`src/design/cts_pkg.sv`:
```
// Shared constants, codes and structs for the configuration token syntax checker.
package cts_pkg;

   // Sizing
   localparam int STACK_DEPTH = 16;
   localparam int MAX_COLUMNS = 256;
   localparam int MAX_ROWS    = 4096;

   localparam int DEPTH_W     = $clog2(STACK_DEPTH + 1);
   localparam int STACK_IDX_W = $clog2(STACK_DEPTH);
   localparam int COLS_W      = $clog2(MAX_COLUMNS + 1);
   localparam int COL_IDX_W   = (MAX_COLUMNS > 1) ? $clog2(MAX_COLUMNS) : 1;
   localparam int ROW_CNT_W   = $clog2(MAX_ROWS + 2);
   localparam int ROWS_W      = $clog2(MAX_ROWS + 1);
   localparam int ROW_IDX_W   = (MAX_ROWS > 1) ? $clog2(MAX_ROWS) : 1;

   localparam int KIND_W = 4;
   localparam int TAG_W  = 32;
   localparam int LINE_W = 24;
   localparam int COL_W  = 16;

   // Token kinds
   localparam logic [KIND_W-1:0] KIND_IDENT       = 4'd0;
   localparam logic [KIND_W-1:0] KIND_GROUP_OPEN  = 4'd1;
   localparam logic [KIND_W-1:0] KIND_TABLE_OPEN  = 4'd2;
   localparam logic [KIND_W-1:0] KIND_CLOSE       = 4'd3;
   localparam logic [KIND_W-1:0] KIND_STRING      = 4'd4;
   localparam logic [KIND_W-1:0] KIND_NUMBER      = 4'd5;
   localparam logic [KIND_W-1:0] KIND_ASSIGN      = 4'd6;
   localparam logic [KIND_W-1:0] KIND_NEWLINE     = 4'd7;
   localparam logic [KIND_W-1:0] KIND_END         = 4'd8;

   typedef enum logic [3:0] {
      ST_LINE_START    = 4'd1,
      ST_AFTER_NAME    = 4'd2,
      ST_AFTER_ASSIGN  = 4'd3,
      ST_PARAM_VALUES  = 4'd4,
      ST_TABLE_HEAD    = 4'd5,
      ST_ROW_START     = 4'd6,
      ST_ROW_VALUES    = 4'd7,
      ST_TABLE_CLOSED  = 4'd8,
      ST_GROUP_OPEN    = 4'd9,
      ST_GROUP_CLOSED  = 4'd10
   } state_type;

   typedef enum logic [2:0] {
      ACT_NONE       = 3'd0,
      ACT_STORED     = 3'd1,
      ACT_PARAM_DONE = 3'd2,
      ACT_TABLE_DONE = 3'd3,
      ACT_ERROR      = 3'd4,
      ACT_ACCEPT     = 3'd5
   } action_type;

   typedef enum logic [3:0] {
      ERR_NONE          = 4'd0,
      ERR_SCAN          = 4'd1,
      ERR_UNMATCHED     = 4'd2,
      ERR_MISMATCH      = 4'd3,
      ERR_BAD_TOKEN     = 4'd4,
      ERR_END_ASSIGN    = 4'd5,
      ERR_END_VALUE     = 4'd6,
      ERR_END_NEWLINE   = 4'd7,
      ERR_END_TABLE     = 4'd8,
      ERR_END_GROUP     = 4'd9,
      ERR_STACK_OVF     = 4'd10,
      ERR_TABLE_OVF     = 4'd11
   } err_type;

   typedef struct packed {
      logic [KIND_W-1:0] kind;
      logic [TAG_W-1:0]  name_tag;
      logic [LINE_W-1:0] line;
      logic [COL_W-1:0]  col;
      logic              scan_fault;
   } token_type;

   typedef struct packed {
      state_type            state;
      logic [COLS_W-1:0]    next_column;
      logic [COLS_W-1:0]    column_total;
      logic [ROW_CNT_W-1:0] row_total;
      logic                 row_filled;
      logic                 fault_hold;
   } ctx_type;

   localparam ctx_type CTX_RESET = '{
      state:        ST_LINE_START,
      next_column:  '0,
      column_total: '0,
      row_total:    '0,
      row_filled:   1'b0,
      fault_hold:   1'b0
   };

   typedef struct packed {
      logic              push;
      logic              pop;
      logic              clear;
      logic [TAG_W-1:0]  name;
      logic [LINE_W-1:0] line;
      logic [COL_W-1:0]  col;
   } stack_op_type;

   typedef struct packed {
      logic [DEPTH_W-1:0] count;
      logic [TAG_W-1:0]   name;
      logic [LINE_W-1:0]  line;
      logic [COL_W-1:0]   col;
   } stack_view_type;

   typedef struct packed {
      action_type           action;
      err_type              err_code;
      logic [3:0]           err_state;
      logic [LINE_W-1:0]    err_line;
      logic [COL_W-1:0]     err_col;
      logic [LINE_W-1:0]    open_line;
      logic [COL_W-1:0]     open_col;
      logic [ROW_IDX_W-1:0] cell_row;
      logic [COL_IDX_W-1:0] cell_col;
      logic [ROWS_W-1:0]    item_rows;
      logic [COLS_W-1:0]    item_cols;
      logic [DEPTH_W-1:0]   nest_depth;
   } result_type;

endpackage

```
`src/design/cts_grammar.sv`:
```
// One grammar step: next context, stack operation and result for one token.
module cts_grammar import cts_pkg::*; (
   input  token_type      tok,
   input  ctx_type        ctx,
   input  stack_view_type view,
   output ctx_type        ctx_in,
   output stack_op_type   op,
   output result_type     res
);

   logic              is_val;
   logic              stack_full;
   logic              stack_empty;
   logic              top_match;
   logic              raise;
   err_type           code;
   logic [LINE_W-1:0] oline;
   logic [COL_W-1:0]  ocol;
   logic              end_pop;
   logic [COLS_W-1:0] col_next;

   assign is_val      = (tok.kind == KIND_STRING) || (tok.kind == KIND_NUMBER);
   assign stack_full  = (view.count >= DEPTH_W'(STACK_DEPTH));
   assign stack_empty = (view.count == '0);
   assign top_match   = (view.name == tok.name_tag);
   assign col_next    = ctx.next_column + COLS_W'(1);

   always_comb begin
      ctx_in   = ctx;
      op       = '0;
      op.name  = tok.name_tag;
      op.line  = tok.line;
      op.col   = tok.col;
      res      = '0;
      raise    = 1'b0;
      code     = ERR_NONE;
      oline    = tok.line;
      ocol     = tok.col;
      end_pop  = 1'b0;

      if (tok.kind == KIND_END) begin
         if (!ctx.fault_hold) begin
            if (ctx.state == ST_PARAM_VALUES) begin
               end_pop       = !stack_empty;
               res.item_rows = ROWS_W'(1);
               res.item_cols = ctx.column_total;
            end
            case (ctx.state)
               ST_AFTER_NAME: begin
                  raise = 1'b1;
                  code  = ERR_END_ASSIGN;
               end
               ST_AFTER_ASSIGN: begin
                  raise = 1'b1;
                  code  = ERR_END_VALUE;
               end
               ST_TABLE_HEAD, ST_GROUP_OPEN: begin
                  raise = 1'b1;
                  code  = ERR_END_NEWLINE;
               end
               ST_ROW_START, ST_ROW_VALUES: begin
                  raise = 1'b1;
                  code  = ERR_END_TABLE;
               end
               default: begin
                  if ((view.count - DEPTH_W'(end_pop)) != '0) begin
                     raise = 1'b1;
                     code  = ERR_END_GROUP;
                  end else begin
                     res.action = ACT_ACCEPT;
                  end
               end
            endcase
         end
         op.clear = 1'b1;
         ctx_in   = CTX_RESET;
      end else if (ctx.fault_hold) begin
         // swallow tokens until end of text
      end else if (tok.scan_fault) begin
         raise = 1'b1;
         code  = ERR_SCAN;
      end else begin
         case (ctx.state)
            ST_LINE_START: begin
               if (tok.kind == KIND_NEWLINE) begin
               end else if (tok.kind == KIND_IDENT || tok.kind == KIND_TABLE_OPEN ||
                            tok.kind == KIND_GROUP_OPEN) begin
                  if (stack_full) begin
                     raise = 1'b1;
                     code  = ERR_STACK_OVF;
                  end else begin
                     op.push = 1'b1;
                     if (tok.kind == KIND_IDENT) begin
                        ctx_in.state = ST_AFTER_NAME;
                     end else if (tok.kind == KIND_GROUP_OPEN) begin
                        ctx_in.state = ST_GROUP_OPEN;
                     end else begin
                        ctx_in.state        = ST_TABLE_HEAD;
                        ctx_in.next_column  = '0;
                        ctx_in.column_total = '0;
                        ctx_in.row_total    = ROW_CNT_W'(1);
                        ctx_in.row_filled   = 1'b0;
                     end
                  end
               end else if (tok.kind == KIND_CLOSE) begin
                  if (stack_empty) begin
                     raise = 1'b1;
                     code  = ERR_UNMATCHED;
                  end else if (!top_match) begin
                     raise = 1'b1;
                     code  = ERR_MISMATCH;
                     oline = view.line;
                     ocol  = view.col;
                  end else begin
                     op.pop       = 1'b1;
                     ctx_in.state = ST_GROUP_CLOSED;
                  end
               end else begin
                  raise = 1'b1;
                  code  = ERR_BAD_TOKEN;
               end
            end
            ST_AFTER_NAME: begin
               if (tok.kind == KIND_ASSIGN) begin
                  ctx_in.state        = ST_AFTER_ASSIGN;
                  ctx_in.column_total = '0;
                  ctx_in.row_total    = ROW_CNT_W'(1);
               end else begin
                  raise = 1'b1;
                  code  = ERR_BAD_TOKEN;
               end
            end
            ST_AFTER_ASSIGN, ST_PARAM_VALUES: begin
               if (is_val) begin
                  if (ctx.column_total >= COLS_W'(MAX_COLUMNS)) begin
                     raise = 1'b1;
                     code  = ERR_TABLE_OVF;
                  end else begin
                     res.action          = ACT_STORED;
                     res.cell_col        = COL_IDX_W'(ctx.column_total);
                     ctx_in.column_total = ctx.column_total + COLS_W'(1);
                     ctx_in.state        = ST_PARAM_VALUES;
                  end
               end else if (tok.kind == KIND_NEWLINE && ctx.state == ST_PARAM_VALUES) begin
                  res.action    = ACT_PARAM_DONE;
                  res.item_rows = ROWS_W'(1);
                  res.item_cols = ctx.column_total;
                  op.pop        = !stack_empty;
                  ctx_in.state  = ST_LINE_START;
               end else begin
                  raise = 1'b1;
                  code  = ERR_BAD_TOKEN;
               end
            end
            ST_TABLE_HEAD: begin
               if (tok.kind == KIND_NEWLINE) begin
                  ctx_in.state = ST_ROW_START;
               end else begin
                  raise = 1'b1;
                  code  = ERR_BAD_TOKEN;
               end
            end
            ST_ROW_START, ST_ROW_VALUES: begin
               if (is_val) begin
                  if (ctx.next_column >= COLS_W'(MAX_COLUMNS) || ctx.row_total == '0 ||
                      ctx.row_total > ROW_CNT_W'(MAX_ROWS)) begin
                     raise = 1'b1;
                     code  = ERR_TABLE_OVF;
                  end else begin
                     res.action         = ACT_STORED;
                     res.cell_row       = ROW_IDX_W'(ctx.row_total - ROW_CNT_W'(1));
                     res.cell_col       = COL_IDX_W'(ctx.next_column);
                     ctx_in.next_column = col_next;
                     if (col_next > ctx.column_total) begin
                        ctx_in.column_total = col_next;
                     end
                     ctx_in.row_filled  = 1'b1;
                     ctx_in.state       = ST_ROW_VALUES;
                  end
               end else if (tok.kind == KIND_NEWLINE) begin
                  // empty rows do not advance the row count
                  if (ctx.state == ST_ROW_VALUES) begin
                     if (ctx.row_filled) begin
                        ctx_in.row_total = ctx.row_total + ROW_CNT_W'(1);
                     end
                     ctx_in.row_filled  = 1'b0;
                     ctx_in.next_column = '0;
                  end
               end else if (tok.kind == KIND_CLOSE) begin
                  if (stack_empty) begin
                     raise = 1'b1;
                     code  = ERR_UNMATCHED;
                  end else if (!top_match) begin
                     raise = 1'b1;
                     code  = ERR_MISMATCH;
                     oline = view.line;
                     ocol  = view.col;
                  end else begin
                     // the open last row is dropped
                     op.pop        = 1'b1;
                     res.action    = ACT_TABLE_DONE;
                     res.item_rows = (ctx.row_total != '0) ?
                                     ROWS_W'(ctx.row_total - ROW_CNT_W'(1)) : '0;
                     res.item_cols = ctx.column_total;
                     ctx_in.state  = ST_TABLE_CLOSED;
                  end
               end else begin
                  raise = 1'b1;
                  code  = ERR_BAD_TOKEN;
               end
            end
            ST_TABLE_CLOSED, ST_GROUP_OPEN, ST_GROUP_CLOSED: begin
               if (tok.kind == KIND_NEWLINE) begin
                  ctx_in.state = ST_LINE_START;
               end else begin
                  raise = 1'b1;
                  code  = ERR_BAD_TOKEN;
               end
            end
            default: begin
               raise = 1'b1;
               code  = ERR_BAD_TOKEN;
            end
         endcase
      end

      if (raise) begin
         res.action    = ACT_ERROR;
         res.err_code  = code;
         res.err_state = ctx.state;
         res.err_line  = tok.line;
         res.err_col   = tok.col;
         res.open_line = oline;
         res.open_col  = ocol;
         res.cell_row  = '0;
         res.cell_col  = '0;
         res.item_rows = '0;
         res.item_cols = '0;
         if (tok.kind != KIND_END) begin
            ctx_in.fault_hold = 1'b1;
         end
      end

      res.nest_depth = op.clear ? '0 :
                       view.count + DEPTH_W'(op.push) - DEPTH_W'(op.pop);
   end

endmodule

```
`config.mk`:
```
export PLATFORM = sky130hd
export DESIGN_NAME = cts_grammar
export DESIGN_NICKNAME = d
export VERILOG_FILES = /design/src/design/cts_pkg.sv /design/src/design/cts_grammar.sv
export SDC_FILE = /design/constraint.sdc
export NUM_CORES = 1
export LEC_CHECK = 0
export ABC_CLOCK_PERIOD_IN_PS = 5200
export BUFFER_PORTS_ARGS = -buffer_cell sky130_fd_sc_hd__buf_2
export CAP_MARGIN = 0
export CORE_AREA = 5 5 170 172
export DETAILED_ROUTE_END_ITERATION = 10
export DIE_AREA = 0 0 175 177
export PLACE_DENSITY = 0.58
export SLEW_MARGIN = 40
export SYNTH_ARGS = -nofsm -noshare
export SYNTH_HDL_FRONTEND = slang
export SYNTH_SLANG_ARGS = --single-unit
```
`constraint.sdc`:
```
create_clock -name vclk -period 5.2
set_input_delay 1.04 -clock vclk [all_inputs]
set_output_delay 1.04 -clock vclk [all_outputs]
set_load 0.02 [all_outputs]
```
Word level (Yosys, flattened, before mapping)
Cells that the tools add are included.
- register bits after elaboration: 0
- logic and storage cells: 219
- bits of input ports: 191
- add/sub/neg operators: 7
- multiplexer cells: 169
- magnitude comparators: 5
- reductions and logical operators: 18
- eq/ne operators: 20
- operators with widths (kind ; number):
    24-bit 2-to-1 mux ; 10
    36-bit 2-to-1 mux ; 5
    22-bit 2-to-1 mux ; 8
    16-bit 2-to-1 mux ; 10
    133-bit 2-to-1 mux ; 1
    4-bit 2-to-1 mux ; 30
    32-bit 2-to-1 mux ; 3
    42-bit 2-to-1 mux ; 2
    20-bit 2-to-1 mux ; 3
    30-bit one-hot mux with 2 select lines ; 1
    9-bit 2-to-1 mux ; 6
    13-bit 2-to-1 mux ; 4
    24-bit one-hot mux with 2 select lines ; 1
    1-bit 2-to-1 mux ; 42
    10-bit 2-to-1 mux ; 4
    13-bit one-hot mux with 3 select lines ; 1
    9-bit one-hot mux with 4 select lines ; 1
    3-bit 2-to-1 mux ; 11
    32-bit == test ; 1
    4-bit by 3-bit == test with 1-bit output, second input constant ; 8
    16-bit one-hot mux with 2 select lines ; 1
    14-bit 2-to-1 mux ; 2
    4-bit one-hot mux with 6 select lines ; 1
    2-bit 2-to-1 mux ; 11
    other kinds (35) ; 52

Longest topological paths before layout
- depth in word-level cells: 13
- depth in mapped cells: 18
- mapped depth without buffers: 17

Least setup slack after synthesis
No wires, ideal clock.
- path kind: input to output
- start: input tok[62] in the netlist's numbering
- end: output res[4] in the netlist's numbering
- path slack: -0.455 ns
- data required time: 4.160 ns
- stages: 17
- data arrival time: 4.615 ns
- buffers on the path: 1
- path through: xor2_1 nor4_1 nand4_1 or3_1 buf_2 a21o_1 a221oi_1 ha_1 inv_1 ha_1 inv_1 fa_1 nor2_1 nor2_1 nor2_1 o21ai_0 a21oi_1
- RTL lines (what ; line ; RTL):
    start, declared ; cts_grammar.sv:3 ; input token_type tok,
    end, declared ; cts_grammar.sv:8 ; output result_type res

==> results_dict.tcl <==
set metrics [dict create \
    period_share_pct 101 \
    die-area_um2 31000 \
    slowest_delay_ns 0.43 \
    yosysWarnings 0 \
    ys_types 71 \
    pre_cts_slack_ns -0.186 \
    ctsHoldBuffers 0 \
    critPathCapture "res[4]" \
    leakage_nw 4.11 \
    crit_top_cell "nor2_1" \
    path_depth 18 \
    layout.nets 1457 \
    gp_congestion 0.925 \
    crit_type "input port to output port" \
    slowest_stage "or3_4" \
    power.density_nw_per_um2 90.0 \
    grt_util_all_layers_pct 17.8 \
    start_util_pct 19.7 \
    synth_top_cell_area_share_pct 11.2 \
    design.seq.count 0 \
    fin_area_um2 8000 \
    yosysTopAreaCell "buf_4" \
    crit_path_cell_trace "buf_6 -> xor2_2 -> nor4_2 -> nand4_1 -> or3_4 -> a21o_1 -> a221oi_4 -> ha_4 -> inv_2 -> ha_4 -> inv_2 -> fa_2 -> nor2_1 -> nor2_1 -> nor2_1 -> o21ai_1 -> a21oi_2 -> buf_6" \
    drive_above_1_share_pct 45.3 \
    peakVddDrop_mv 0.0458 \
    worst-path-buf-inv 4 \
    vias_per_cell 5.02 \
    drc 0 \
    crit_fanout 2 \
    status "finished with violations" \
    hpwl_um 26300 \
    wl_per_cell_um 19.5 \
    num_io_pins 441 \
    ant_nets 0 \
    critPathArrivalTime_ns 4.19 \
    holdWs_ns 2.31 \
    grt_pass1_vias 7542 \
    syn_inst 854 \
    drv_slew 0 \
    p_comb_share_pct 100.0 \
    core-area_um2 27300 \
    fin_util_pct 29.3 \
    cellInternalPower_uw 269 \
    cp-startpoint "view[49]" \
    area_delta_synth_final_pct 48.5 \
    cp_top_family "simple AND/OR/NAND/NOR gates" \
    period_needed_ns 5.23 \
    grt_max_degree 46 \
    rsz0062_at_grt "true" \
    die_w_um 175 \
    grt_pass1_wl_um 44400 \
    worst_slack_ns -0.0302 \
    slew_headroom_pct 53.2 \
    syn_area_um2 5380 \
    synth_area_per_cell_um2 6.30 \
    placed_area_um2 7780 \
    max_freq_mhz 191 \
    routed_wl_um 30900 \
    p_switching_uw 451 \
    violations "negative setup slack" \
    synth_top_cells_by_area "buf_4 (11%), nor2_1 (8.9%), mux2i_1 (7.6%)" \
    port_buffers 441 \
    ys_seq_area_share_pct 0 \
    final-seq-area_um2 0 \
    start_kind "input port" \
    finalSetupViolCount 1 \
    die_y_um 177 \
    drt_first_pass_iters 5 \
    drt_iter0_drc 722 \
    synth_nets 1073 \
    finalHoldViolCount 0 \
    seq_power_share_pct 0 \
    p_total_uw 720 \
    antenna_found_initial 10 \
    endpoint_kind "output port" \
    cp.required_ns 4.16 \
    clkbuf_count 0 \
    rows 61 \
    vias 7947 \
    swShare_pct 62.7 \
    worst_slew_pin_slew_ns 0.695 \
    grt.overflow.total 0 \
    clkPwrFrac_pct 0 \
    min-delay-path-class "input port to output port" \
    hp-start "tok[42]" \
    cap_violations 0 \
]
-- metrics by stage --
step | std cells | TNS [ns]
final | 1583 | -0.0302
after global routing | 1582 | -0.389
after CTS | 1580 | -0.0875
after detailed placement | 1579 | -0.200
after global placement | 1579 | -0.179
after floorplan | 854 | 0
-- placed cells by master, fill, tap and decap left out, types with 14 or more instances in the layout --
master and instances:
buf_2 432, nor2_1 128, buf_4 76, nand2_1 59
and3_1 46, mux2i_1 41, xor2_1 37, a21oi_1 33
o21ai_0 33, inv_1 32, nor3_1 30, nand3_1 24
ha_1 24, xnor2_1 19, or3_1 14
-- power groups by stage --
| stage | logic [mW] | registers, mW | clock network (mW) |
|---|---|---|---|
| after floorplan | 0.425 | 0 | 0 |
| after detailed placement | 0.699 | 0 | 0 |
| after global placement | 0.696 | 0 | 0 |
| after global routing | 0.774 | 0 | 0 |
| after CTS | 0.709 | 0 | 0 |
| final | 0.720 | 0 | 0.0000000258 |
-- layer usage --
layer	vias to the layer above	routed length, µm	global-route usage [%]
met4	8	552	2.36
met3	48	2770	2.95
met5	-	61	0
li1	3735	-	-
met2	477	14900	31.5
met1	3679	12600	23.6
-- cell type report --
type	count	area [µm²]
diodes	1	2.50
fillers	3027	19300
inverters	34	128
multi-input cells	684	4580
well taps	346	433
repair buffers	518	2850
-- worst min path at each step --
stage | endpoint | slack (ns) | cells after the start
after floorplan | res[35] | 2.16 | 1
after global placement | op[47] | 2.33 | 2
after detailed placement | op[55] | 2.33 | 2
after CTS | op[41] | 2.31 | 2
after global routing | op[41] | 2.32 | 2
final | op[41] | 2.31 | 2
-- synth_stat cells, drive strengths merged (13+ instances only) --
cell and count:
clkbuf 35, buf 101, nand3 24, nor4 21, inv 34, and3 46
nand2 60, o21ai 37, nor3 30, a21oi 37, xor2 41, mux2i 41
and2 13, ha 27, xnor2 19, nor2 128, or3 15
-- cell families after synthesis --
group                    after synthesis  synth area share, %
buffers and inverters                170                 18.1
multiplexers                          41                 7.62
XOR/XNOR                              60                 9.76
adder cells (fa/ha/maj)               28                 6.65
AND/OR/NAND/NOR                      393                 37.8
AO/OA/AOI/OAI                        162                 20.0
-- repair_timing --
item / CTS / global route
pin swaps: 16 / 20
buffers inserted: 2 / 2
gates resized for setup: 16 / 19
cloned: 0 / 0
setup endpoints to repair: 3 / 5
(Power assumes the default switching activity.)
